### src/rtl/core/slcc_pkg.sv
`timescale 1ns / 1ps
// Shared types, codes, tables and helpers of the status LED command controller.
package slcc_pkg;

  // LED / shown state codes
  typedef enum logic [2:0] {
    LED_IDLE      = 3'd0,
    LED_READY     = 3'd1,
    LED_RECORDING = 3'd2,
    LED_SPEAKING  = 3'd3,
    LED_ERROR     = 3'd4,
    LED_UNKNOWN   = 3'd5
  } led_code_t;

  // Line parser phases
  typedef enum logic [2:0] {
    PH_LEAD   = 3'd0,
    PH_P1     = 3'd1,
    PH_P2     = 3'd2,
    PH_P3     = 3'd3,
    PH_P4     = 3'd4,
    PH_SPACE  = 3'd5,
    PH_REST   = 3'd6,
    PH_REJECT = 3'd7
  } line_phase_t;

  // Configuration register indexes
  localparam logic [1:0] CFG_DEBOUNCE  = 2'd0;
  localparam logic [1:0] CFG_HEARTBEAT = 2'd1;
  localparam logic [1:0] CFG_MAX_LINE  = 2'd2;

  // Item kinds on tuser
  localparam logic CMD_TICK = 1'b0;
  localparam logic CMD_BYTE = 1'b1;

  localparam logic [7:0]  DEBOUNCE_RESET  = 8'd35;
  localparam logic [15:0] HEARTBEAT_RESET = 16'd5000;
  localparam logic [7:0]  MAX_LINE_RESET  = 8'd79;
  localparam logic [16:0] HB_MAX          = 17'h1FFFF;
  localparam logic [7:0]  QUIET_MAX       = 8'hFF;
  localparam logic [7:0]  CHAR_NEWLINE    = 8'h0A;
  localparam logic [7:0]  CHAR_SPACE      = 8'h20;

  // "STATE", indexed by parser phase
  localparam logic [7:0] PREFIX_TEXT [8] = '{
    8'h53, 8'h54, 8'h41, 8'h54, 8'h45, 8'h00, 8'h00, 8'h00
  };

  // ready, recording, speaking, error; zero padded to 16 positions
  localparam logic [7:0] WORD_TEXT [4][16] = '{
    '{8'h72, 8'h65, 8'h61, 8'h64, 8'h79, 8'h00, 8'h00, 8'h00,
      8'h00, 8'h00, 8'h00, 8'h00, 8'h00, 8'h00, 8'h00, 8'h00},
    '{8'h72, 8'h65, 8'h63, 8'h6F, 8'h72, 8'h64, 8'h69, 8'h6E,
      8'h67, 8'h00, 8'h00, 8'h00, 8'h00, 8'h00, 8'h00, 8'h00},
    '{8'h73, 8'h70, 8'h65, 8'h61, 8'h6B, 8'h69, 8'h6E, 8'h67,
      8'h00, 8'h00, 8'h00, 8'h00, 8'h00, 8'h00, 8'h00, 8'h00},
    '{8'h65, 8'h72, 8'h72, 8'h6F, 8'h72, 8'h00, 8'h00, 8'h00,
      8'h00, 8'h00, 8'h00, 8'h00, 8'h00, 8'h00, 8'h00, 8'h00}
  };

  localparam logic [3:0] WORD_LEN [4] = '{4'd5, 4'd9, 4'd8, 4'd5};

  // Result of a finished line
  typedef struct packed {
    logic      hit;
    led_code_t code;
  } line_result_t;

  function automatic logic is_ws(input logic [7:0] c);
    is_ws = (c == CHAR_SPACE) || ((c >= 8'h09) && (c <= 8'h0D));
  endfunction

  // {red, green, blue}
  function automatic logic [23:0] led_colour(input led_code_t code);
    unique case (code)
      LED_IDLE:      led_colour = {8'd8,  8'd8,  8'd8};
      LED_READY:     led_colour = {8'd0,  8'd32, 8'd0};
      LED_RECORDING: led_colour = {8'd40, 8'd0,  8'd0};
      LED_SPEAKING:  led_colour = {8'd0,  8'd24, 8'd32};
      LED_ERROR:     led_colour = {8'd40, 8'd0,  8'd40};
      default:       led_colour = {8'd32, 8'd20, 8'd0};
    endcase
  endfunction

endpackage

### src/rtl/core/slcc_line_parser.sv
`timescale 1ns / 1ps
// Serial line collector and "STATE <word>" matcher.
module slcc_line_parser (
  input  logic                  clk,
  input  logic                  rst,
  input  logic                  step,
  input  logic [7:0]            rx_byte,
  input  logic [7:0]            max_line_length,
  output slcc_pkg::line_result_t result
);
  import slcc_pkg::*;

  logic [7:0]  line_length, line_length_next;
  line_phase_t line_phase, line_phase_next;
  logic [3:0]  word_candidates, word_candidates_next;
  logic [3:0]  word_position, word_position_next;
  logic        pending_space, pending_space_next;
  logic        rest_nonempty, rest_nonempty_next;

  logic        ws;
  logic        newline;
  logic [3:0]  char_match;

  assign ws      = is_ws(rx_byte);
  assign newline = (rx_byte == CHAR_NEWLINE);

  always_comb begin
    for (int i = 0; i < 4; i++) begin
      char_match[i] = (word_position < WORD_LEN[i]) &&
                      (WORD_TEXT[i][word_position] == rx_byte);
    end
  end

  // Next state
  always_comb begin
    line_length_next     = line_length;
    line_phase_next      = line_phase;
    word_candidates_next = word_candidates;
    word_position_next   = word_position;
    pending_space_next   = pending_space;
    rest_nonempty_next   = rest_nonempty;
    if (newline || (line_length >= max_line_length)) begin
      // end of line, or overflow: start over
      line_length_next     = '0;
      line_phase_next      = PH_LEAD;
      word_candidates_next = '1;
      word_position_next   = '0;
      pending_space_next   = 1'b0;
      rest_nonempty_next   = 1'b0;
    end else begin
      line_length_next = line_length + 8'd1;
      unique case (line_phase)
        PH_LEAD: begin
          if (!ws) begin
            line_phase_next = (rx_byte == PREFIX_TEXT[0]) ? PH_P1 : PH_REJECT;
          end
        end
        PH_P1, PH_P2, PH_P3, PH_P4: begin
          line_phase_next = (rx_byte == PREFIX_TEXT[line_phase]) ?
                            line_phase_t'(line_phase + 3'd1) : PH_REJECT;
        end
        PH_SPACE: begin
          line_phase_next = (rx_byte == CHAR_SPACE) ? PH_REST : PH_REJECT;
        end
        PH_REST: begin
          if (ws) begin
            pending_space_next = 1'b1;
          end else begin
            if (pending_space) begin
              word_candidates_next = '0;
            end else begin
              word_candidates_next = word_candidates & char_match;
              if (word_position != 4'hF) begin
                word_position_next = word_position + 4'd1;
              end
            end
            rest_nonempty_next = 1'b1;
            pending_space_next = 1'b0;
          end
        end
        PH_REJECT: begin
        end
        default: begin
        end
      endcase
    end
  end

  // Outputs: verdict on newline, first matching word wins
  always_comb begin
    result.hit  = newline && (line_phase == PH_REST) && rest_nonempty;
    result.code = LED_UNKNOWN;
    for (int i = 3; i >= 0; i--) begin
      if (word_candidates[i] && (word_position == WORD_LEN[i])) begin
        result.code = led_code_t'(3'(i + 1));
      end
    end
  end

  always_ff @(posedge clk) begin
    if (rst) begin
      line_length     <= '0;
      line_phase      <= PH_LEAD;
      word_candidates <= '1;
      word_position   <= '0;
      pending_space   <= 1'b0;
      rest_nonempty   <= 1'b0;
    end else if (step) begin
      line_length     <= line_length_next;
      line_phase      <= line_phase_next;
      word_candidates <= word_candidates_next;
      word_position   <= word_position_next;
      pending_space   <= pending_space_next;
      rest_nonempty   <= rest_nonempty_next;
    end
  end

endmodule

### src/rtl/core/status_led_command_controller.sv
`timescale 1ns / 1ps
// Status LED command controller: button debounce, heartbeat and serial state lines.
//
//  Channel  Direction  Handshake                    Contents
//  s_axis   in         s_axis_tvalid/s_axis_tready  tick (button sample) or serial byte
//  m_axis   out        m_axis_tvalid/m_axis_tready  press flag, shown state, LED colour
//  cfg      in         cfg_we (no wait)             debounce, heartbeat timeout, line limit
//
// Each transfer in gives exactly one transfer out. The item sits in an input register, is
// worked through combinationally and lands in the output register: one item per cycle
// sustained while the output is not stalled.
// rst is synchronous: counters, matcher, LED code and config (35 / 5000 / 79) to reset values.
// A stalled output holds its result; the input register still takes one more item, then
// s_axis_tready follows m_axis_tready.
module status_led_command_controller (
  input  logic        clk,
  input  logic        rst,
  input  logic        s_axis_tvalid,
  output logic        s_axis_tready,
  input  logic [15:0] s_axis_tdata,   // [0] button_level, [8:1] rx_byte, [15:9] zero
  input  logic        s_axis_tuser,   // [0] command
  output logic        m_axis_tvalid,
  input  logic        m_axis_tready,
  output logic [31:0] m_axis_tdata,   // [0] press, [3:1] shown_state, [11:4] led_red,
                                      // [19:12] led_green, [27:20] led_blue, [31:28] zero
  input  logic        cfg_we,
  input  logic [1:0]  cfg_index,
  input  logic [15:0] cfg_data
);
  import slcc_pkg::*;

  // configuration
  logic [7:0]  debounce_ms;
  logic [15:0] heartbeat_timeout_ms;
  logic [7:0]  max_line_length;

  // input register
  logic        in_valid;
  logic        in_command;
  logic        in_level;
  logic [7:0]  in_byte;

  // block state
  logic        last_level, last_level_next;
  logic        stable_level, stable_level_next;
  logic [7:0]  quiet_ticks, quiet_ticks_next;
  logic [16:0] since_heartbeat, since_heartbeat_next;
  led_code_t   led_code, led_code_next;

  // output register
  logic        out_valid;
  logic [31:0] out_data;

  logic         advance;
  logic         in_take;
  logic         press;
  logic         byte_step;
  line_result_t line_res;
  logic [23:0]  rgb;

  assign advance       = in_valid && (!out_valid || m_axis_tready);
  assign s_axis_tready = !in_valid || advance;
  assign in_take       = s_axis_tvalid && s_axis_tready;
  assign byte_step     = advance && (in_command == CMD_BYTE);

  always_ff @(posedge clk) begin
    if (rst) begin
      debounce_ms          <= DEBOUNCE_RESET;
      heartbeat_timeout_ms <= HEARTBEAT_RESET;
      max_line_length      <= MAX_LINE_RESET;
    end else if (cfg_we) begin
      unique case (cfg_index)
        CFG_DEBOUNCE:  debounce_ms          <= cfg_data[7:0];
        CFG_HEARTBEAT: heartbeat_timeout_ms <= cfg_data;
        CFG_MAX_LINE:  max_line_length      <= cfg_data[7:0];
        default: begin
        end
      endcase
    end
  end

  always_ff @(posedge clk) begin
    if (rst) begin
      in_valid <= 1'b0;
    end else if (in_take) begin
      in_valid <= 1'b1;
    end else if (advance) begin
      in_valid <= 1'b0;
    end
  end

  always_ff @(posedge clk) begin
    if (in_take) begin
      in_command <= s_axis_tuser;
      in_level   <= s_axis_tdata[0];
      in_byte    <= s_axis_tdata[8:1];
    end
  end

  slcc_line_parser u_line (
    .clk             (clk),
    .rst             (rst),
    .step            (byte_step),
    .rx_byte         (in_byte),
    .max_line_length (max_line_length),
    .result          (line_res)
  );

  always_comb begin
    last_level_next      = last_level;
    stable_level_next    = stable_level;
    quiet_ticks_next     = quiet_ticks;
    since_heartbeat_next = since_heartbeat;
    led_code_next        = led_code;
    press                = 1'b0;
    if (in_command == CMD_TICK) begin
      if (since_heartbeat != HB_MAX) begin
        since_heartbeat_next = since_heartbeat + 17'd1;
      end
      if (in_level != last_level) begin
        last_level_next  = in_level;
        quiet_ticks_next = '0;
      end else if (quiet_ticks != QUIET_MAX) begin
        quiet_ticks_next = quiet_ticks + 8'd1;
      end
      // level held long enough: becomes stable; a fall is a press
      if ((quiet_ticks_next >= debounce_ms) && (in_level != stable_level)) begin
        stable_level_next = in_level;
        press             = !in_level;
      end
    end else if (line_res.hit) begin
      led_code_next        = line_res.code;
      since_heartbeat_next = '0;
    end
    // heartbeat lost: back to dim white
    if (since_heartbeat_next > {1'b0, heartbeat_timeout_ms}) begin
      led_code_next = LED_IDLE;
    end
  end

  assign rgb = led_colour(led_code_next);

  always_ff @(posedge clk) begin
    if (rst) begin
      last_level      <= 1'b1;
      stable_level    <= 1'b1;
      quiet_ticks     <= '0;
      since_heartbeat <= '0;
      led_code        <= LED_IDLE;
    end else if (advance) begin
      last_level      <= last_level_next;
      stable_level    <= stable_level_next;
      quiet_ticks     <= quiet_ticks_next;
      since_heartbeat <= since_heartbeat_next;
      led_code        <= led_code_next;
    end
  end

  always_ff @(posedge clk) begin
    if (rst) begin
      out_valid <= 1'b0;
    end else if (advance) begin
      out_valid <= 1'b1;
    end else if (m_axis_tready) begin
      out_valid <= 1'b0;
    end
  end

  always_ff @(posedge clk) begin
    if (advance) begin
      out_data <= {4'd0, rgb[7:0], rgb[15:8], rgb[23:16], led_code_next, press};
    end
  end

  assign m_axis_tvalid = out_valid;
  assign m_axis_tdata  = out_data;

endmodule

### config.mk
export PLATFORM = sky130hd
export DESIGN_NAME = status_led_command_controller
export DESIGN_NICKNAME = d
export VERILOG_FILES = /design/src/rtl/core/slcc_pkg.sv /design/src/rtl/core/slcc_line_parser.sv /design/src/rtl/core/status_led_command_controller.sv
export SDC_FILE = /design/constraint.sdc
export NUM_CORES = 1
export LEC_CHECK = 0
export BUFFER_PORTS_ARGS = -buffer_cell sky130_fd_sc_hd__buf_4
export CAP_MARGIN = 10
export CORE_MARGIN = 2
export CORE_UTILIZATION = 60
export DETAILED_ROUTE_END_ITERATION = 12
export PLACE_DENSITY = 0.86
export SYNTH_ARGS = -nofsm -noshare
export SYNTH_HDL_FRONTEND = slang
export SYNTH_SLANG_ARGS = --single-unit
### constraint.sdc
create_clock -name clk -period 5.57 [get_ports clk]
set_input_delay 1.671 -clock clk [delete_from_list [all_inputs] [get_ports clk]]
set_output_delay 1.671 -clock clk [all_outputs]
set_load 0.005 [all_outputs]
==> flow_summary_export.csv <==
group,metric,value,unit
die,std_cell_rows,38,
sta,setup_violations,0,
logic_synthesis,avgSynthCellArea,8.32,um2
worst_setup_path,reg2regPathDepth,13,
clock_network,cts.clk_slew.worst_paths,70,ps
detailed_routing,drc,0,
worst_setup_path,end_kind,"flip-flop",
flow_run,drv_cap,0,
worst_setup_path,required,5680,ps
logic_synthesis,ys_warn_count,0,
finish,layout_commonest_cell,"nand2_1",
placed_design,detailed_place_hpwl,11000,um
die,die_h,111,um
detailed_routing,vias,5984,
worst_setup_path,r2r-end,"m_axis_tdata[7]",
sta,skew,8.08,ps
placed_design,dp_slack,1500,ps
clock_network,cts_root_buffer,"clkbuf_16",
worst_setup_path,crit_family,"compound AO/OA/AOI/OAI gates",
sta,fmax,240,MHz
worst_setup_path,path_common_cell,"o21ai_0",
finish,nets,924,
worst_setup_path,path_max_fanout,15,
sta,slew_violations,0,
sta,fin_ws,1400,ps
finish,final_util,0.671,
logic_synthesis,ys_ff_latch,107,
power_and_ir_drop,peakVddDrop,0.177,mV
finish,syn_to_final_growth,7.94,%
global_routing,grt_pass1_vias,5445,
die,core-area,0.0110,mm2
worst_setup_path,worstSetupPathType,"reg2reg",
die,die_w,111,um
sta,max_slew_margin,0.364,
global_routing,grt_start_max_net_pins,59,
logic_synthesis,async_flop_share,0,
hold_path,holdPathStages,2,
clock_network,cts_setup_buffers,0,
finish,insertedDiodeCount,0,
placed_design,port_buffers,46,
die,die_area,0.0122,mm2
power_and_ir_drop,pwr_density_cell,222,mW/mm2
finish,layout_common_cells,"nand2_1 (107), dfxtp_1 (85), a21oi_1 (66), nor2_1 (61), inv_1 (51)",
clock_network,cts_buffers,9,
detailed_routing,drt_iter0_drc,477,
sta,fin_crit,4170,ps
placed_design,place.gp.congestion,0.867,
global_routing,antenna_found_initial,0,
detailed_routing,vias_per_cell,6.11,
logic_synthesis,netlist_area,0.00683,mm2
global_routing,grt_use_total,0.245,
logic_synthesis,yosysUniqueCellTypes,83,
clock_network,cts_tree,"built",
clock_network,ctsHoldBuffers,0,
worst_setup_path,cp_cell_sequence,"nor4_4 > nand3_1 > and2b_1 > a31oi_1 > nand2_1 > o21ai_0 > ha_1 > a21oi_1 > o21ai_0 > a211o_1 > a221oi_1 > o21ai_1 > a21o_1",
sta,tns,0,ps
die,start_util,0.621,
sta,hold_viol,0,
hold_path,hold_path_class,"reg2reg",
logic_synthesis,synth_edf_count,22,
clock_network,clockBufferDepth,2,
global_routing,grt_pass1_wl,25300,um
logic_synthesis,yosysSeqAreaShare,0.346,
detailed_routing,wire_per_inst,15.6,um
worst_setup_path,slowest_stage,"edfxtp_1",
run_status,outcome,"finished clean",
worst_setup_path,critPathBufInv,0,
finish,final_cell_count_no_fill,980,
finish,drive_above_1_share,0.105,
sta,timing.final.crit_share,0.748,
sta,grt_setup_unrepaired,"false",
hold_path,min-delay-start,"max_line_length[4]",
worst_setup_path,startpoint_type,"flip-flop",
clock_network,cts_sinks,107,
worst_setup_path,arrival,4280,ps
hold_path,hold_path_end,"max_line_length[4]",
worst_setup_path,r2r-start,"in_byte[0]",
clock_network,cts_resized,0,
placed_design,dpl.cell_count,964,
worst_setup_path,rrSetupSlack,1400,ps
die,io_pins,74,
finish,fillers,854,
detailed_routing,wl,15300,um
logic_synthesis,netlist_instances,820,
detailed_routing,first_pass_iters,7,
worst_setup_path,startpoint,"in_byte[0]",
logic_synthesis,synth_flop_cell,"dfxtp_1",
sta,worst_pin_slew,953,ps
global_routing,grt_overflow,0,
worst_setup_path,slowest_delay,630,ps
clock_network,insertion_delay,350,ps
clock_network,cts_max_level,3,
detailed_routing,ant_nets,0,
power_and_ir_drop,leakage,0.00295,uW
stage by stage:
stage               total power [uW]  hold slack [ps]  instance area (um2)
floorplan                        966              436                 6900
detailed placement              1010              447                 7070
finish                          1640              457                 7370
CTS                             1640              457                 7370
global placement                1000              446                 7070
global route                    1700              478                 7370
routing by layer:
metal	part of all wire	vias to the layer above	global-route usage
met3	0.068	25	0.0448
met2	0.47	220	0.408
met1	0.44	2829	0.321
met4	0.018	0	0.0850
li1	-	2910	-
met5	0	-	0
cell families (layout without fill, tap and decap cells):
kind of cell             after synthesis  count (layout)  share of synthesized area
XOR/XNOR                              26              26                     0.0334
flip-flops                           107             107                      0.346
adder cells (fa/ha/maj)               49              49                     0.0898
AO/OA/AOI/OAI                        188             188                      0.181
buffers and inverters                115             116                     0.0816
other                                  1              20                   0.000549
multiplexers                          16              16                     0.0264
AND/OR/NAND/NOR                      318             318                      0.241
state kept, by name, summed over array words and instances, names as in the netlist:
signal / count
since_heartbeat: 17
led_code: 3
max_line_length: 8
debounce_ms: 8
in_valid: 1
u_line.line_phase: 3
u_line.pending_space: 1
u_line.word_candidates: 4
m_axis_tdata: 12
in_byte: 8
stable_level: 1
in_command: 1
quiet_ticks: 8
last_level: 1
u_line.rest_nonempty: 1
in_level: 1
m_axis_tvalid: 1
u_line.line_length: 8
heartbeat_timeout_ms: 16
u_line.word_position: 4
worst min-delay path, stage by stage, from the launching register on:
cell and delay, ps:
dfxtp_1 310, nand2_1 50, a21oi_1 50
area by class of cell:
class / count / area [um2] / share of cell area
inverter: 52 / 195 / 0.0265
timing repair buffer: 48 / 360 / 0.0489
multi-input combinational: 617 / 3980 / 0.540
clock inverter: 4 / 50.0 / 0.00679
clock buffer: 12 / 246 / 0.0335
sequential: 107 / 2360 / 0.321
tap: 140 / 175 / 0.0238
cell usage after synthesis (5+ instances only):
cell / number / area [um2]
a31oi_1: 8 / 50.1
nand4_1: 11 / 68.8
buf_6: 5 / 56.3
xnor2_1: 16 / 140
inv_1: 51 / 191
nor2b_1: 6 / 37.5
dfxtp_1: 85 / 1700
a21oi_1: 66 / 330
nand2b_1: 15 / 93.8
nand2_1: 107 / 402
nor3_1: 15 / 75.1
ha_1: 49 / 613
a311oi_1: 7 / 61.3
buf_2: 9 / 45.0
and4_1: 5 / 43.8
mux2i_1: 11 / 110
clkbuf_1: 25 / 93.8
o21ai_0: 35 / 175
or3_1: 15 / 93.8
xor2_1: 10 / 87.6
and3_1: 8 / 50.1
nor2_1: 61 / 229
a41oi_1: 5 / 43.8
o211ai_1: 13 / 97.6
nand3_1: 36 / 180
buf_4: 20 / 150
nor4_1: 7 / 43.8
edfxtp_1: 22 / 661
power by group:
part	leakage, uW	internal (uW)	switching (uW)
sequential	0.000894	812	25.2
clock	0.000147	362	282
combinational	0.00191	64.2	94.2
worst max-delay path by stage:
stage / depth (start not counted) / to
2_1_floorplan: 2 / s_axis_tready
3_3_place_gp: 13 / m_axis_tdata[7]
3_5_place_dp: 13 / m_axis_tdata[7]
4_1_cts: 13 / m_axis_tdata[7]
5_1_grt: 13 / m_axis_tdata[7]
6_report: 13 / m_axis_tdata[7]
Power figures use the tool's default switching activity.
